<file path="src/sv/tcmq_ram.sv">
// Generic single-port-write, single-port-read RAM with registered read data.
module tcmq_ram #(
  parameter int unsigned WIDTH = 8,
  parameter int unsigned DEPTH = 16,
  localparam int unsigned AW   = (DEPTH > 1) ? $clog2(DEPTH) : 1
) (
  input  logic             clk_i,
  input  logic             wr_en_i,
  input  logic [AW-1:0]    wr_addr_i,
  input  logic [WIDTH-1:0] wr_data_i,
  input  logic             rd_en_i,
  input  logic [AW-1:0]    rd_addr_i,
  output logic [WIDTH-1:0] rd_data_o
);

  logic [WIDTH-1:0] mem_q [DEPTH];
  logic [WIDTH-1:0] rd_data_q;

  // Storage array and read register; read data holds until the next read.
  always_ff @(posedge clk_i) begin
    if (wr_en_i) begin
      mem_q[wr_addr_i] <= wr_data_i;
    end
    if (rd_en_i) begin
      rd_data_q <= mem_q[rd_addr_i];
    end
  end

  assign rd_data_o = rd_data_q;

endmodule

</file>
<file path="config.mk">
export PLATFORM = sky130hd
export DESIGN_NAME = tcmq_ram
export DESIGN_NICKNAME = d
export VERILOG_FILES = /design/src/sv/tcmq_ram.sv
export SDC_FILE = /design/constraint.sdc
export NUM_CORES = 1
export LEC_CHECK = 0
export ABC_CLOCK_PERIOD_IN_PS = 2200
export BUFFER_PORTS_ARGS = -buffer_cell sky130_fd_sc_hd__buf_4
export CORE_ASPECT_RATIO = 0.75
export CORE_MARGIN = 2
export CORE_UTILIZATION = 54
export DETAILED_ROUTE_END_ITERATION = 10
export PLACE_DENSITY = 0.74
export SLEW_MARGIN = 10
export SYNTH_ARGS = -nofsm -noshare
export SYNTH_HDL_FRONTEND = slang
export SYNTH_SLANG_ARGS = --single-unit
</file>
<file path="constraint.sdc">
create_clock -name clk_i -period 2.2 [get_ports clk_i]
set_input_delay 0.66 -clock clk_i [delete_from_list [all_inputs] [get_ports clk_i]]
set_output_delay 0.66 -clock clk_i [all_outputs]
set_load 0.02 [all_outputs]
</file>
Yosys cells after proc, flatten, opt, wreduce, memory -nomap -nowiden
Memory sizes are Yosys's and may differ from the RTL's. A register that Yosys moved wholly into a read port is not among the register bits.
Index checks and enable logic that the tools add are counted.

storage, ports and cells
  memory bits (writable) = 128
  memories kept = 1
  register bits = 0
  bits in latches = 0
  output and inout port bits = 8
  bits of input ports = 19
  ROM bits = 0
  word-level logic and storage cells = 3

memories
  name   words  bits a word  read ports  clocked after memory_dff  write ports  RTL line  RTL
  mem_q  16     8            1           1                         1            16        logic [WIDTH-1:0] mem_q [DEPTH];

cells by class
  $lt $le $gt $ge = 0
  reductions and logical operators = 0
  add/subtract/negate cells = 0
  shift operators = 0
  bitwise gates (word level) = 0
  multipliers = 0
  equality and inequality tests = 0
  div/mod/pow operators = 0
  multiplexer cells = 2

operator list
  cell     number
  $mux W1  2

Longest topological paths before layout
Gate-level depths: netlist of run 1.

  depth after elaboration = 2
  depth in mapped cells = 5
  mapped depth without buffers = 3

Worst setup path after synthesis of run 1
No wires, ideal clock.

  kind = in2reg
  from = in wr_addr_i[2]
  to = mem mem_q[0][0] (enable)
  buffers on the path = 0
  library setup time = 383 ps
  data arrival time = 1770 ps
  data required time = 1817 ps
  setup slack = 47 ps
  stages = 2
  cell sequence = or3b_2 > nor3_1

RTL lines
  element      RTL line  RTL
  from (decl)  9         input logic [AW-1:0] wr_addr_i,
  to (decl)    16

No word-level cell before the write port.

==> results of run 1 <==
-- stage by stage --
step / utilization / area [um2] / total power, uW
final: 0.6630 / 6326 / 6015
after global routing: 0.6630 / 6326 / 6213
after CTS: 0.6630 / 6326 / 6075
after detailed placement: 0.6015 / 5739 / 3298
after global placement: 0.6015 / 5739 / 3288
after floorplan: - / 5228 / 3148
-- power by group through the flow --
| stage | Clock, uW | Sequential, uW | Combinational, uW |
|---|---|---|---|
| 6_report | 2770 | 2940 | 305 |
| 5_1_grt | 2940 | 2940 | 330 |
| 4_1_cts | 2830 | 2940 | 309 |
| 3_5_place_dp | 0 | 2990 | 308 |
| 3_3_place_gp | 0 | 2990 | 300 |
| 2_1_floorplan | 0 | 3000 | 147 |
-- cells in the mapped netlist, drive strengths merged --
cell type / n
a22oi: 16
and2: 1
and2b: 1
buf: 7
clkdlybuf4s25: 3
edfxtp: 136
mux4: 32
nand2: 9
nand2b: 2
nand3: 1
nand3b: 2
nor2: 13
nor2b: 1
nor3: 4
or3b: 1
-- cell families (layout without fill, tap and decap cells) --
family / count (synthesis) / after routing / share of synthesized area
buffers and inverters: 10 / 83 / 0.01651
muxes: 32 / 32 / 0.1479
AOI/OAI and AO/OA: 16 / 16 / 0.02298
DFF: 136 / 136 / 0.7812
and+or+nand+nor: 35 / 35 / 0.03136
-- registers in the layout (all words and copies together), names as in the netlist --
register   cells
rd_data_o      8
mem_q        128
-- worst max-delay path, cell delays in order --
cell and delay, ns:
buf_4 0.14, buf_4 0.19, mux4_1 0.57, a22oi_1 0.20, nand2_1 0.10
-- area by class of cell --
cell class              instances  area [um2]  share of cell area
flip-flops and latches        136        4084              0.6456
multi-input cells              83        1057              0.1671
repair buffers                 51       432.9             0.06843
clock inverters                14       157.7             0.02492
well taps                     132       165.2             0.02611
clock buffers                  18       429.2             0.06784
-- how the worst max path moves through the flow --
stage,endpoint,slack [ns],cells past startpoint
global route,rd_data_o[0],0.42,5
finish,rd_data_o[0],0.48,5
CTS,rd_data_o[7],0.47,5
detailed placement,rd_data_o[7],0.04,5
floorplan,mem_q[0][0],0.05,2
global placement,rd_data_o[7],0.07,5
-- layer usage --
metal | GRT usage | wire, um
met4 | 0.06900 | 50
met5 | 0 | 0
met3 | 0.07079 | 468
met2 | 0.3029 | 4556
met1 | 0.2993 | 4654
==> flow_metrics.py, run 1 <==
metrics = {
    "status": {
        "status": "finished, final reports clean",
    },
    "drt": {
        "routedWlPerCell_um": 22.42,
        "antenna_left": 0,
        "dr.pass1.iters": 4,
        "routed_wl_mm": 9.730,
        "drc_errors": 0,
        "via_per_inst": 5.719,
        "drtIter0Drc": 157,
        "vias": 2482,
    },
    "worst_setup_path": {
        "arrival_ns": 1.86,
        "ff2ff_path_depth": 3,
        "startpoint": "rd_addr_i[0]",
        "required_ns": 2.34,
        "worstSetupPathType": "in -> reg",
        "r2r-start": "mem_q[10][0]",
        "r2r-end": "rd_data_o[0]",
        "worstSetupEndpointType": "flop",
        "start_kind": "input pin",
        "r2r_slack_ns": 0.72,
        "path_max_fanout": 6,
    },
    "clock_network": {
        "root_buffer": "clkbuf_16",
        "cts_setup_buffers": 0,
        "cts_hold_buf": 0,
        "clock_sinks": 136,
        "cts_tree": "done",
        "clk_path_buf_depth": 2,
        "cts_buffers": 17,
        "h-tree-depth": 4,
        "clk_latency_ns": 0.40,
        "clk_pin_slew_ns": 0.06,
        "cts_resized": 0,
    },
    "floorplanning": {
        "core-area_um2": 9542,
        "rows": 31,
        "start_util": 0.5479,
        "ioPinCount": 27,
        "die_area_um2": 10490,
        "die_y_um": 89.21,
        "die_w_um": 117.6,
    },
    "power_and_ir_drop": {
        "p_leak_uw": 0.002160,
        "p_comb_frac": 0.051,
        "ir_worst_vdd_v": 0.0005436,
        "pwr-share-clk": 0.461,
        "p_switching_uw": 1187,
        "swShare": 0.1973,
        "p_seq_frac": 0.488,
        "p_per_area_nw_per_um2": 950.9,
        "internal_power_uw": 4828,
    },
    "hold_path": {
        "min_path_cells": 1,
        "hp-start": "wr_data_i[0]",
        "hp-class": "in -> reg",
        "whs_endpoint": "mem_q[15][0]",
    },
    "sta": {
        "worst_pin_slew_ns": 0.4743,
        "fin_ws_ns": 0.4827,
        "fin_crit_ns": 1.717,
        "fmax_mhz": 582.3,
        "finalSetupViolCount": 0,
        "fin_crit_sh": 0.7806,
        "hold_viol": 0,
        "clock_skew_ns": 0.006262,
        "tns_ns": 0,
        "slew_violations": 0,
        "rsz0062_at_grt": "no",
        "slew_headroom": 0.6838,
        "hold-worst-slack_ns": 0.5600,
    },
    "synth": {
        "ys_types": 18,
        "avgSynthCellArea_um2": 22.83,
        "netlist_area_um2": 5228,
        "synth.area.top_cells": "edfxtp_1, mux4_2, mux4_1",
        "synth_nets": 248,
        "synth.top_cell.area_share": 0.7812,
        "synth_cells": 229,
        "seq_area_frac_synth": 0.7812,
        "yosys_warnings": 0,
        "yosysTopAreaCell": "edfxtp_1",
        "ys_ff_latch": 136,
    },
    "cells_and_area": {
        "area_growth_pct": 21.01,
        "drive_above_1_share": 0.3278,
        "stdcell_count": 434,
        "antenna-diode-count": 0,
        "final_cell_mix": "edfxtp_1, buf_4, mux4_2",
        "n_fill_cell": 645,
        "layout_commonest_cell": "edfxtp_1",
        "fin_nets": 308,
    },
    "placement": {
        "place_inst": 402,
        "place_ws_ns": 0.04056,
        "hpwl_mm": 6.275,
        "gp_congestion": 0.7363,
        "port_buffers": 26,
    },
    "global_routing": {
        "antenna_found_initial": 0,
        "grtUsageTotal": 0.2071,
        "grt_max_degree": 17,
        "grt_pass1_vias": 2568,
        "grt_overflow": 0,
        "grt_pass1_wl_mm": 14.92,
    },
    "flow_run": {
        "max_cap_viol_count": 0,
    },
}
Note: power is estimated with default switching activity, not from simulation.
==> run 2, diff against run 1 <==
- ABC_CLOCK_PERIOD_IN_PS: 2200 -> 1700
- CORE_UTILIZATION: 54 -> 55
- PLACE_DENSITY: 0.74 -> 0.73
- clock period: 2.2 -> 1.7 ns (I/O delays scaled with it)
==> flow_metrics.py, run 2 (synthesis results as in run 1) <==
metrics = {
    "sta": {
        "fin_crit_ns": 1.558,
        "hold_viol": 0,
        "fmax_mhz": 641.9,
        "fin_ws_ns": 0.1421,
        "hold-worst-slack_ns": 0.4000,
        "clock_skew_ns": 0.006029,
        "rsz0062_at_grt": "no",
        "finalSetupViolCount": 0,
        "slew_headroom": 0.4804,
        "fin_crit_sh": 0.9164,
        "slew_violations": 0,
        "worst_pin_slew_ns": 0.7778,
    },
    "clock_network": {
        "clock_sinks": 136,
        "root_buffer": "clkbuf_16",
        "cts_buffers": 17,
        "clk_latency_ns": 0.41,
        "cts_tree": "done",
        "clk_path_buf_depth": 2,
        "cts_hold_buf": 0,
        "cts_resized": 0,
        "h-tree-depth": 4,
        "cts_setup_buffers": 0,
        "clk_pin_slew_ns": 0.06,
    },
    "worst_setup_path": {
        "required_ns": 1.19,
        "cpPeakStageDelay_ns": 0.45,
        "arrival_ns": 1.05,
        "worst-path-buf-inv": 1,
        "start_kind": "flop",
        "worstSetupPathType": "reg -> out",
        "cp_top_family": "flip-flops",
        "cp_cell_sequence": "buf_4",
        "worstSetupEndpointType": "primary output",
        "cp_slowest_cell": "edfxtp_1",
        "path_max_fanout": 1,
    },
    "global_routing": {
        "grt_pass1_vias": 2513,
        "grt_pass1_wl_mm": 14.87,
        "antenna_found_initial": 0,
        "grtUsageTotal": 0.2156,
        "grt_overflow": 0,
        "grt_max_degree": 17,
    },
    "placement": {
        "gp_congestion": 0.7274,
        "place_ws_ns": -0.2708,
        "port_buffers": 26,
        "hpwl_mm": 6.191,
    },
    "cells_and_area": {
        "final_cell_mix": "edfxtp_1, buf_4, mux4_2",
        "antenna-diode-count": 0,
        "n_fill_cell": 584,
        "drive_above_1_share": 0.3941,
        "layout_commonest_cell": "edfxtp_1",
        "largest_register_ff_count": 128,
        "fin_nets": 313,
        "area_growth_pct": 22.57,
        "regMostFlops": "mem_q",
    },
    "drt": {
        "drtIter0Drc": 268,
        "via_per_inst": 5.729,
        "routed_wl_mm": 9.930,
        "drc_errors": 0,
        "vias": 2492,
        "routedWlPerCell_um": 22.83,
        "antenna_left": 0,
        "dr.pass1.iters": 5,
    },
    "floorplanning": {
        "core-area_um2": 9159,
        "start_util": 0.5708,
        "die_area_um2": 10310,
        "rows": 30,
        "die_w_um": 116.6,
        "ioPinCount": 27,
        "die_y_um": 88.43,
    },
    "hold_path": {
        "hp-class": "in -> reg",
    },
    "power_and_ir_drop": {
        "p_per_area_nw_per_um2": 1286,
        "ir_worst_vdd_v": 0.0008471,
        "p_leak_uw": 0.002176,
        "total_power_uw": 8243,
    },
    "flow_run": {
        "max_cap_viol_count": 0,
    },
    "status": {
        "status": "finished, final reports clean",
    },
}
[run 2: changes by cell type in the layout (fill, tap and decap cells not counted), moves of 3 or more]
| cell | change |
|---|---|
| buf_4 | +4 |
| nor3_1 | -3 |
| mux4_2 | +13 |
| nor3_2 | +3 |
| bufinv_16 | +3 |
| mux4_1 | -13 |
[run 2: routing by layer]
layer | wire (um) | track usage | vias up
met2 | 4644 | 0.3155 | 112
li1 | - | - | 1099
met5 | 0 | 0 | -
met4 | 49 | 0.04278 | 0
met3 | 1092 | 0.09110 | 5
met1 | 4143 | 0.3130 | 1276
[run 2: through the flow]
stage                     TNS, ns  utilization  cells  cell area [um2]
after floorplan            -2.375            -    229             5228
after global placement     -3.692       0.6279    403             5751
after detailed placement   -4.078       0.6279    403             5751
after CTS                       0       0.6996    435             6407
after global routing            0       0.6996    435             6407
final                           0       0.6996    435             6407
[run 2: final cells by class]
| class | instances | area, um2 | area share |
|---|---|---|---|
| Sequential cell | 136 | 4084 | 0.6374 |
| Multi-Input combinational cell | 83 | 1023 | 0.1597 |
| Timing Repair Buffer | 56 | 483.0 | 0.07538 |
| Clock buffer | 17 | 425.4 | 0.06639 |
| Clock inverter | 15 | 231.5 | 0.03613 |
| Tap cell | 128 | 160.2 | 0.02500 |
[run 2: path summary, 6_finish.rpt]
kind              depth (start not counted)            to          from  slack (ns)
setup / recovery                          1  rd_data_o[4]  rd_data_o[4]        0.14
hold / removal                            1  rd_data_o[3]       rd_en_i        0.40
setup reg to reg                          3  rd_data_o[2]  mem_q[10][2]        0.26
hold reg to reg                           3  rd_data_o[5]   mem_q[6][5]        0.75
[run 2: power breakdown]
group,internal (uW),total [uW],leakage [uW],switching [uW]
Clock,2730,4030,0.000317,1300
Sequential,3780,3800,0.00124,24.5
Combinational,196,413,0.000623,217
Total,6700,8240,0.00218,1540
